$ cat src/hdl/mie_pkg.sv
`timescale 1ns / 1ps

package mie_pkg;

    localparam int DEFAULT_VALUE_WIDTH = 61;

    typedef enum logic [2:0] {
        ST_IDLE,
        ST_CHECK,
        ST_DIV,
        ST_UPDATE,
        ST_FIXNEG,
        ST_FIXBIG,
        ST_WRITE
    } state_t;

    typedef struct packed {
        logic load;
        logic div_init;
        logic div_step;
        logic update;
        logic fix_neg;
        logic res_coef;
        logic res_fail;
        logic res_zero;
        logic out_load;
    } dp_cmd_t;

    typedef struct packed {
        logic mod_zero;
        logic mod_one;
        logic run_zero;
        logic run_gt_one;
        logic rem_zero;
    } dp_stat_t;

endpackage

$ cat src/hdl/mie_datapath.sv
`timescale 1ns / 1ps

module mie_datapath #(
    parameter int VALUE_WIDTH = mie_pkg::DEFAULT_VALUE_WIDTH
) (
    input  logic                   clk,
    input  logic                   rst_n,
    input  logic                   cfg_wr,
    input  logic [VALUE_WIDTH-1:0] cfg_data,
    input  logic [VALUE_WIDTH-1:0] operand,
    input  mie_pkg::dp_cmd_t       cmd,
    output mie_pkg::dp_stat_t      stat,
    output logic [VALUE_WIDTH-1:0] inverse,
    output logic                   status
);
    import mie_pkg::*;

    localparam int CW = VALUE_WIDTH + 2;

    logic [VALUE_WIDTH-1:0] modulus_reg;
    logic [VALUE_WIDTH-1:0] run_reg;
    logic [VALUE_WIDTH-1:0] rem_reg;
    logic [VALUE_WIDTH-1:0] dvd_reg;
    logic [VALUE_WIDTH-1:0] part_reg;
    logic [CW-1:0]          ccur_reg;
    logic [CW-1:0]          cprev_reg;
    logic [CW-1:0]          prod_reg;
    logic [VALUE_WIDTH-1:0] res_inv_reg;
    logic                   res_stat_reg;
    logic [VALUE_WIDTH-1:0] inverse_reg;
    logic                   status_reg;

    logic [VALUE_WIDTH:0]   trial;
    logic [VALUE_WIDTH:0]   trial_diff;
    logic                   trial_ge;
    logic [CW-1:0]          mod_ext;
    logic                   ccur_ge_mod;
    logic [CW-1:0]          ccur_less_mod;

    assign trial         = {part_reg, dvd_reg[VALUE_WIDTH-1]};
    assign trial_diff    = trial - {1'b0, rem_reg};
    assign trial_ge      = (trial >= {1'b0, rem_reg});
    assign mod_ext       = {2'b00, modulus_reg};
    assign ccur_ge_mod   = (ccur_reg >= mod_ext);
    assign ccur_less_mod = ccur_reg - mod_ext;

    assign stat.mod_zero   = (modulus_reg == '0);
    assign stat.mod_one    = (modulus_reg == VALUE_WIDTH'(1));
    assign stat.run_zero   = (run_reg == '0);
    assign stat.run_gt_one = (run_reg > VALUE_WIDTH'(1));
    assign stat.rem_zero   = (rem_reg == '0);

    assign inverse = inverse_reg;
    assign status  = status_reg;

    always_ff @(posedge clk or negedge rst_n) begin
        if (!rst_n) begin
            modulus_reg <= VALUE_WIDTH'(1);
        end
        else if (cfg_wr) begin
            modulus_reg <= cfg_data;
        end
    end

    always_ff @(posedge clk) begin
        if (cmd.load) begin
            run_reg   <= operand;
            rem_reg   <= modulus_reg;
            ccur_reg  <= CW'(1);
            cprev_reg <= '0;
        end
        else if (cmd.update) begin
            run_reg   <= rem_reg;
            rem_reg   <= part_reg;
            ccur_reg  <= cprev_reg;
            cprev_reg <= ccur_reg - prod_reg;
        end
        else if (cmd.fix_neg && ccur_reg[CW-1]) begin
            ccur_reg <= ccur_reg + mod_ext;
        end

        if (cmd.div_init) begin
            dvd_reg  <= run_reg;
            part_reg <= '0;
            prod_reg <= '0;
        end
        else if (cmd.div_step) begin
            dvd_reg  <= {dvd_reg[VALUE_WIDTH-2:0], 1'b0};
            part_reg <= trial_ge ? trial_diff[VALUE_WIDTH-1:0] : trial[VALUE_WIDTH-1:0];
            prod_reg <= {prod_reg[CW-2:0], 1'b0} + (trial_ge ? cprev_reg : '0);
        end

        if (cmd.res_coef) begin
            res_inv_reg  <= ccur_ge_mod ? ccur_less_mod[VALUE_WIDTH-1:0]
                                        : ccur_reg[VALUE_WIDTH-1:0];
            res_stat_reg <= 1'b0;
        end
        else if (cmd.res_fail) begin
            res_inv_reg  <= '0;
            res_stat_reg <= 1'b1;
        end
        else if (cmd.res_zero) begin
            res_inv_reg  <= '0;
            res_stat_reg <= 1'b0;
        end

        if (cmd.out_load) begin
            inverse_reg <= res_inv_reg;
            status_reg  <= res_stat_reg;
        end
    end

endmodule

$ cat src/hdl/mie_controller.sv
`timescale 1ns / 1ps

module mie_controller #(
    parameter int VALUE_WIDTH = mie_pkg::DEFAULT_VALUE_WIDTH
) (
    input  logic              clk,
    input  logic              rst_n,
    input  logic              in_valid,
    output logic              in_ready,
    output logic              out_valid,
    input  logic              out_ready,
    input  mie_pkg::dp_stat_t stat,
    output mie_pkg::dp_cmd_t  cmd
);
    import mie_pkg::*;

    localparam int CNT_W = $clog2(VALUE_WIDTH);

    state_t           state_reg;
    state_t           state_next;
    logic [CNT_W-1:0] cnt_reg;
    logic [CNT_W-1:0] cnt_next;
    logic             out_valid_reg;
    logic             out_valid_next;
    logic             slot_free;

    assign slot_free = !out_valid_reg || out_ready;
    assign in_ready  = (state_reg == ST_IDLE);
    assign out_valid = out_valid_reg;

    always_ff @(posedge clk or negedge rst_n) begin
        if (!rst_n) begin
            state_reg     <= ST_IDLE;
            cnt_reg       <= '0;
            out_valid_reg <= 1'b0;
        end
        else begin
            state_reg     <= state_next;
            cnt_reg       <= cnt_next;
            out_valid_reg <= out_valid_next;
        end
    end

    always_comb begin
        state_next = state_reg;
        unique case (state_reg)
            ST_IDLE: begin
                if (in_valid) begin
                    state_next = ST_CHECK;
                end
            end
            ST_CHECK: begin
                priority if (stat.mod_zero || stat.mod_one || stat.run_zero) begin
                    state_next = ST_WRITE;
                end
                else if (stat.run_gt_one) begin
                    state_next = stat.rem_zero ? ST_WRITE : ST_DIV;
                end
                else begin
                    state_next = ST_FIXNEG;
                end
            end
            ST_DIV: begin
                if (cnt_reg == '0) begin
                    state_next = ST_UPDATE;
                end
            end
            ST_UPDATE: state_next = ST_CHECK;
            ST_FIXNEG: state_next = ST_FIXBIG;
            ST_FIXBIG: state_next = ST_WRITE;
            ST_WRITE: begin
                if (slot_free) begin
                    state_next = ST_IDLE;
                end
            end
            default: state_next = ST_IDLE;
        endcase
    end

    always_comb begin
        cmd            = '0;
        cnt_next       = cnt_reg;
        out_valid_next = out_valid_reg && !out_ready;
        unique case (state_reg)
            ST_IDLE: begin
                cmd.load = in_valid;
            end
            ST_CHECK: begin
                priority if (stat.mod_zero) begin
                    cmd.res_fail = 1'b1;
                end
                else if (stat.mod_one) begin
                    cmd.res_zero = 1'b1;
                end
                else if (stat.run_zero) begin
                    cmd.res_fail = 1'b1;
                end
                else if (stat.run_gt_one) begin
                    if (stat.rem_zero) begin
                        cmd.res_fail = 1'b1;
                    end
                    else begin
                        cmd.div_init = 1'b1;
                        cnt_next     = CNT_W'(VALUE_WIDTH - 1);
                    end
                end
                else begin
                    cmd = '0;
                end
            end
            ST_DIV: begin
                cmd.div_step = 1'b1;
                cnt_next     = cnt_reg - CNT_W'(1);
            end
            ST_UPDATE: cmd.update   = 1'b1;
            ST_FIXNEG: cmd.fix_neg  = 1'b1;
            ST_FIXBIG: cmd.res_coef = 1'b1;
            ST_WRITE: begin
                if (slot_free) begin
                    cmd.out_load   = 1'b1;
                    out_valid_next = 1'b1;
                end
            end
            default: cmd = '0;
        endcase
    end

endmodule

$ cat src/hdl/modular_inverse_euclid_top.sv
`timescale 1ns / 1ps

// Channel   Signals                          Item
// in        in_valid, in_ready, operand      one value to invert
// out       out_valid, out_ready, inverse,   inverse and no-inverse flag
//           status
// cfg       cfg_valid, cfg_ready, modulus    modulus write, always ready
//
// An item runs one Euclid step per pass through CHECK, DIV and UPDATE, using the
// bit-serial divider, plus setup, correction (FIXNEG, FIXBIG) and output (WRITE).
// One item is in work at a time.
// Reset clears the controller and sets the modulus to one.
// A result waits in the output register while the next item is accepted.

module modular_inverse_euclid_top #(
    parameter int VALUE_WIDTH = mie_pkg::DEFAULT_VALUE_WIDTH
) (
    input  logic                   clk,
    input  logic                   rst_n,
    input  logic                   cfg_valid,
    output logic                   cfg_ready,
    input  logic [VALUE_WIDTH-1:0] modulus,
    input  logic                   in_valid,
    output logic                   in_ready,
    input  logic [VALUE_WIDTH-1:0] operand,
    output logic                   out_valid,
    input  logic                   out_ready,
    output logic [VALUE_WIDTH-1:0] inverse,
    output logic                   status
);
    import mie_pkg::*;

    dp_cmd_t  cmd;
    dp_stat_t stat;

    assign cfg_ready = 1'b1;

    mie_controller #(
        .VALUE_WIDTH(VALUE_WIDTH)
    ) u_controller (
        .clk      (clk),
        .rst_n    (rst_n),
        .in_valid (in_valid),
        .in_ready (in_ready),
        .out_valid(out_valid),
        .out_ready(out_ready),
        .stat     (stat),
        .cmd      (cmd)
    );

    mie_datapath #(
        .VALUE_WIDTH(VALUE_WIDTH)
    ) u_datapath (
        .clk     (clk),
        .rst_n   (rst_n),
        .cfg_wr  (cfg_valid & cfg_ready),
        .cfg_data(modulus),
        .operand (operand),
        .cmd     (cmd),
        .stat    (stat),
        .inverse (inverse),
        .status  (status)
    );

endmodule
$ cat config.mk
export PLATFORM = sky130hd
export DESIGN_NAME = modular_inverse_euclid_top
export DESIGN_NICKNAME = d
export VERILOG_FILES = /design/src/hdl/mie_pkg.sv /design/src/hdl/mie_datapath.sv /design/src/hdl/mie_controller.sv /design/src/hdl/modular_inverse_euclid_top.sv
export SDC_FILE = /design/constraint.sdc
export NUM_CORES = 2
export LEC_CHECK = 0
export ABC_AREA = 1
export BUFFER_PORTS_ARGS = -buffer_cell sky130_fd_sc_hd__buf_2
export CAP_MARGIN = 15
export CORE_UTILIZATION = 30
export DETAILED_ROUTE_END_ITERATION = 6
export GPL_ROUTABILITY_DRIVEN = 0
export HOLD_SLACK_MARGIN = 0.05
export PLACE_DENSITY = 0.47
export SYNTH_ARGS = -nofsm -noshare
export SYNTH_HDL_FRONTEND = slang
export SYNTH_SLANG_ARGS = --single-unit
export TNS_END_PERCENT = 20
$ cat constraint.sdc
create_clock -name clk -period 12.1 [get_ports clk]
set_input_delay 1.21 -clock clk [delete_from_list [all_inputs] [get_ports clk]]
set_output_delay 1.21 -clock clk [all_outputs]
set_load 0.005 [all_outputs]
# Word-level counts from Yosys, hierarchy flattened
# Index checks and enable logic that the tools add are counted.
[totals]
out_inout_bits = 65
mem_count = 0
romBits = 0
ff_bits = 628
wordCells = 110
latchBits = 0
ram_bits = 0
[op_classes]
n_shift = 0
eq_ne = 15
n_reduce_logical = 20
bitwise = 0
order_cmp = 3
add_sub_neg = 6
mul = 0
mux = 51
n_div = 0
[ops]
columns = ["cell", "count"]
rows = [
  ["$mux W61", 11],
  ["$mux W63", 3],
  ["$logic_not A61 Y1", 3],
  ["$sub A61 B61 Y61", 2],
  ["$add A63 B61 Y63", 1],
  ["$add A63 B63 Y63", 1],
  ["$ge A63 B61 Y1", 1],
  ["$sub A63 B63 Y63", 1],
  ["$ge A62 B61 Y1", 1],
  ["$eq A61 B1 Y1 const B", 1],
  ["$gt A61 B1 Y1 const B", 1],
  ["$mux W6", 6],
  ["$pmux W3 S7", 1],
  ["$mux W3", 6],
  ["$mux W1", 13],
  ["$ne A2 B2 Y1 const B", 6],
  ["$pmux W1 S2", 6],
  ["$pmux W6 S2", 1],
  ["$reduce_bool A2 Y1", 5],
  ["$eq A3 B3 Y1 const B", 3],
  ["$mux W7", 1],
  ["$eq A3 B2 Y1 const B", 2],
  ["$logic_not A6 Y1", 1],
  ["$reduce_and A6 Y1", 1],
  ["other kinds (11)", 17],
]

# Longest topological paths before layout
[logic_depth]
depth_word = 10
mapped_depth = 38

# Cells and area by module
# A second synthesis with hierarchy kept.
[hier_totals]
hier_cells = 7617
area_unflattened_um2 = 49349.8
[modules_own_cells]
columns = ["mod", "instances", "cells_per_inst", "area_per_inst_um2", "seq_area_each_um2"]
rows = [
  ["mie_datapath", 1, 7507, 48634.1, 15741.3],
  ["mie_controller", 1, 108, 704.4, 250.2],
  ["modular_inverse_euclid_top", 1, 2, 11.3, 0.0],
]

# Worst setup path after synthesis
# OpenSTA, ideal clock, no wires.
[synth_timing]
kind = "input port to flip-flop"
from = "in in_valid"
to = "reg u_datapath.rem_reg[0], enable pin"
arrival_time_ns = 4.112
setup_slack_ns = 6.919
n_path_buf = 3
cell_stages = 5
cell_sequence = "nand2_1 clkbuf_1 clkbuf_1 clkbuf_1 nand2_1"
[synth_via]
elab_chain_cells = 2
[synth_lines]
columns = ["item", "line", "rtl"]
rows = [
  ["from (decl)", "modular_inverse_euclid_top.sv:23", "input logic in_valid,"],
  ["$pmux W1 S2", "mie_controller.sv:84", "unique case (state_reg)"],
  ["$reduce_bool A2 Y1 (no line)", "n/a", ""],
  ["to (signal assigned)", "mie_datapath.sv:68", "rem_reg <= modulus_reg;"],
  ["to (signal assigned)", "mie_datapath.sv:74", "rem_reg <= part_reg;"],
  ["to (decl)", "mie_datapath.sv:22", "logic [VALUE_WIDTH-1:0] rem_reg;"],
]
# No other way between the ends.
# A chain may end at the register's enable or synchronous reset.

# Worst setup path in the final report
[layout_timing]
from = "reg u_datapath.rem_reg[42]"
to = "reg u_datapath.prod_reg[46]"
[layout_via]
elab_chain_cells = 7
word_cells_on_any_way = 10
classes_between = "add/sub (1); order compare (1); mux (7); reduce/logical (1)"
[layout_lines]
columns = ["item", "line", "rtl"]
rows = [
  ["parallel branches: the longest is 7 deep, another holds $add A63 B63 Y63", "n/a", ""],
  ["to (signal assigned)", "mie_datapath.sv:90", "prod_reg <= {prod_reg[CW-2:0], 1'b0} + (trial_ge ? cprev_reg : '0);"],
  ["to (decl)", "mie_datapath.sv:27", "logic [CW-1:0] prod_reg;"],
]
# Parallel ways; which one is timed is not known.

==> impl_metrics.json <==
{
  "status": "finished, violations left",
  "violations": "design-rule violations",
  "irDropWorstVdd_uv": 163,
  "critPathKind": "flop to flop",
  "clk-insertion-delay-late_ps": 710,
  "cp.required_ps": 12650,
  "path_cells": "inv_1 > ha_1 > nand2_1 > nor2_1 > a21oi_1 > nand2_1 > nand2_1 > nand2_1 > nor2_1 > nand2_4 > inv_6 > buf_4 > nor2_4 > ha_1 > a21oi_1 > a21boi_0 > o21ai_0 > a21oi_1 > nand2_1 > nand3_1 > nand2_1 > xor2_1 > a21oi_1",
  "synth_edf_count": 306,
  "whs_path_depth": 0,
  "ctsHoldBuffers": 0,
  "viasPerCell": 5.15,
  "rr_worst_depth": 23,
  "drive_gt1_share_pct": 6.49,
  "synthCells": 7501,
  "r2r_slack_ps": 6110,
  "slowest_delay_ps": 950,
  "path_clk_slew_ps": 60,
  "grt_max_degree": 109,
  "die_h_um": 409,
  "hold_end": "u_datapath.inverse[20]",
  "drcViolationCount": 7,
  "clock_sinks": 628,
  "wl_um": 220000,
  "final_nets": 8046,
  "hpwl_um": 181000,
  "final.min_clock_period_ps": 5990,
  "ys_types": 60,
  "rr_endpoint": "u_datapath.prod_reg[46]",
  "synth_warnings": 0,
  "antenna_found_initial": 30,
  "coreArea_um2": 165000,
  "stdcell_area_um2": 55300,
  "start_util_pct": 30.2,
  "arrival_ps": 6550,
  "syn_nets": 7941,
  "async_flop_share_pct": 11.3,
  "end_kind": "flop",
  "syn2layout_area_growth_pct": 11.2,
  "rsz0062_at_grt": "false",
  "clock_skew_ps": 31.5,
  "final.fill_count": 18200,
  "root_buffer": "clkbuf_16",
  "fmax_mhz": 167,
  "dr.first_iter.drc_count": 5282,
  "startpoint_type": "flop",
  "mostFrequentLayoutCells": "nand2_1 (1809), inv_1 (1219), nor2_1 (904), o21ai_0 (648), a21oi_1 (539)",
  "netlist_area_um2": 49700,
  "drv_cap": 0,
  "drt-pass1-iter-count": 7,
  "hold_path.class": "flop to flop",
  "io_pins": 192,
  "track_usage_pct": 25.4,
  "h-tree-depth": 3,
  "die_area_um2": 167000,
  "num_vias": 50800,
  "placementRows": 149,
  "wl_per_cell_um": 22.3,
  "post_cts_resized": 0,
  "cts_made_buffers": 78,
  "p_per_area_nw_per_um2": 352,
  "fin_setup_tns_ps": 0,
  "ys.flop_type": "edfxtp_1",
  "portBuffers": 190,
  "min_period_over_period_pct": 49.5,
  "overflow": 0,
  "placed_cells": 9715,
  "ant_nets": 0,
  "critPathTopFamily": "buffers and inverters",
  "slowest_stage": "buf_4",
  "die_w_um": 409,
  "cpMostUsedCell": "nand2_1",
  "maxSlewViolCount": 0,
  "relSlewSlack_pct": 23.2,
  "seq_area_frac_synth_pct": 32.2,
  "worst_pin_slew_ps": 1140,
  "finalSetupViolations": 0,
  "regToRegStartpoint": "u_datapath.rem_reg[42]",
  "syn_avg_cell_area_um2": 6.63,
  "grt_pass1_vias": 47500,
  "layout_commonest_cell": "nand2_1",
  "p_leak_nw": 25.7,
  "cts_tree": "yes",
  "finalHoldViolations": 0,
  "post_cts_buffers": 0,
  "fin_cells": 9872,
  "place_area_um2": 52700,
  "yosys_register_bits": 628,
  "crit_fanout": 67,
  "clk_path_buf_depth": 3,
  "grt_pass1_wl_um": 315000,
  "critPathBufInv": 3,
  "min_from": "u_datapath.res_inv_reg[20]"
}
==> power by group <==
group | switching (W) | internal [W]
logic | 0.00914 | 0.00394
registers | 0.000690 | 0.00329
clock network | 0.00103 | 0.00141
total | 0.0109 | 0.00863
==> kinds of logic after synthesis <==
| family | Yosys count | synth area share, % |
|---|---|---|
| AO/OA/AOI/OAI | 1530 | 16.8 |
| XOR/XNOR | 139 | 2.45 |
| adder cells (fa/ha/maj) | 313 | 7.95 |
| buffers and inverters | 1451 | 11.6 |
| flip-flops | 628 | 32.2 |
| other | 1 | 0.00754 |
| AND/OR/NAND/NOR | 3439 | 29.0 |
==> worst max path at each step <==
| stage | cells past startpoint | to | from |
|---|---|---|---|
| 3_5_place_dp | 25 | u_datapath.prod_reg[55] | u_datapath.rem_reg[57] |
| 3_3_place_gp | 23 | u_datapath.prod_reg[46] | u_datapath.rem_reg[57] |
| 6_report | 23 | u_datapath.prod_reg[46] | u_datapath.rem_reg[42] |
| 2_1_floorplan | 5 | u_datapath.rem_reg[0] | in_valid |
| 5_1_grt | 27 | u_datapath.prod_reg[55] | u_datapath.rem_reg[43] |
| 4_1_cts | 25 | u_datapath.prod_reg[55] | u_datapath.rem_reg[57] |
==> stage by stage <==
step           utilization (%)  power [W]  setup WS [ps]  hold slack [ps]
2_1_floorplan                -     0.0129           6920              400
3_3_place_gp              32.0     0.0168           6130              404
3_5_place_dp              32.0     0.0168           6150              405
4_1_cts                   33.5     0.0193           6140              410
5_1_grt                   33.5     0.0210           5600              413
6_report                  33.6     0.0195           6110              411
==> layout make-up <==
| cell class | instances | area, um^2 | share of cell area (%) |
|---|---|---|---|
| multi-input cells | 5422 | 28000 | 50.7 |
| flip-flops and latches | 628 | 16000 | 28.9 |
| inverters | 1249 | 4700 | 8.50 |
| well taps | 2189 | 2740 | 4.95 |
| clock buffers | 101 | 2130 | 3.86 |
| repair buffers | 227 | 1230 | 2.23 |
| clock inverters | 43 | 452 | 0.817 |
| diodes | 13 | 32.5 | 0.0588 |
==> worst register-to-register path: stages, from the launching register on <==
cell and delay, ps:
edfxtp_1 360, inv_1 240, ha_1 360, nand2_1 120, nor2_1 80, a21oi_1 240
nand2_1 110, nand2_1 70, nand2_1 50, nor2_1 160, nand2_4 400, inv_6 530
buf_4 1000, nor2_4 20, ha_1 370, a21oi_1 210, a21boi_0 300, o21ai_0 270
a21oi_1 180, nand2_1 230, nand3_1 140, nand2_1 90, xor2_1 230, a21oi_1 100
==> cell usage after synthesis (77+ instances only) <==
library cell / count / area share [%]
nand2_1: 1813 / 14
inv_1: 1221 / 9.2
nor2_1: 907 / 6.8
o21ai_0: 648 / 6.5
a21oi_1: 539 / 5.4
nand3_1: 398 / 4.0
ha_1: 308 / 7.8
edfxtp_1: 306 / 18
dfxtp_1: 251 / 10
clkbuf_1: 103 / 0.78
nand4_1: 92 / 1.2
xor2_1: 92 / 1.6
o21bai_1: 78 / 1.2
nor3_1: 77 / 0.78
==> per-layer routing <==
layer | up-vias | GRT usage, % | wire length [um]
li1 | 24500 | - | -
met1 | 23700 | 33.0 | 92700
met2 | 2190 | 41.0 | 98900
met3 | 446 | 4.59 | 17400
met4 | 4 | 11.2 | 10800
met5 | - | 0 | 23
Note: power is estimated with default switching activity, not from simulation.
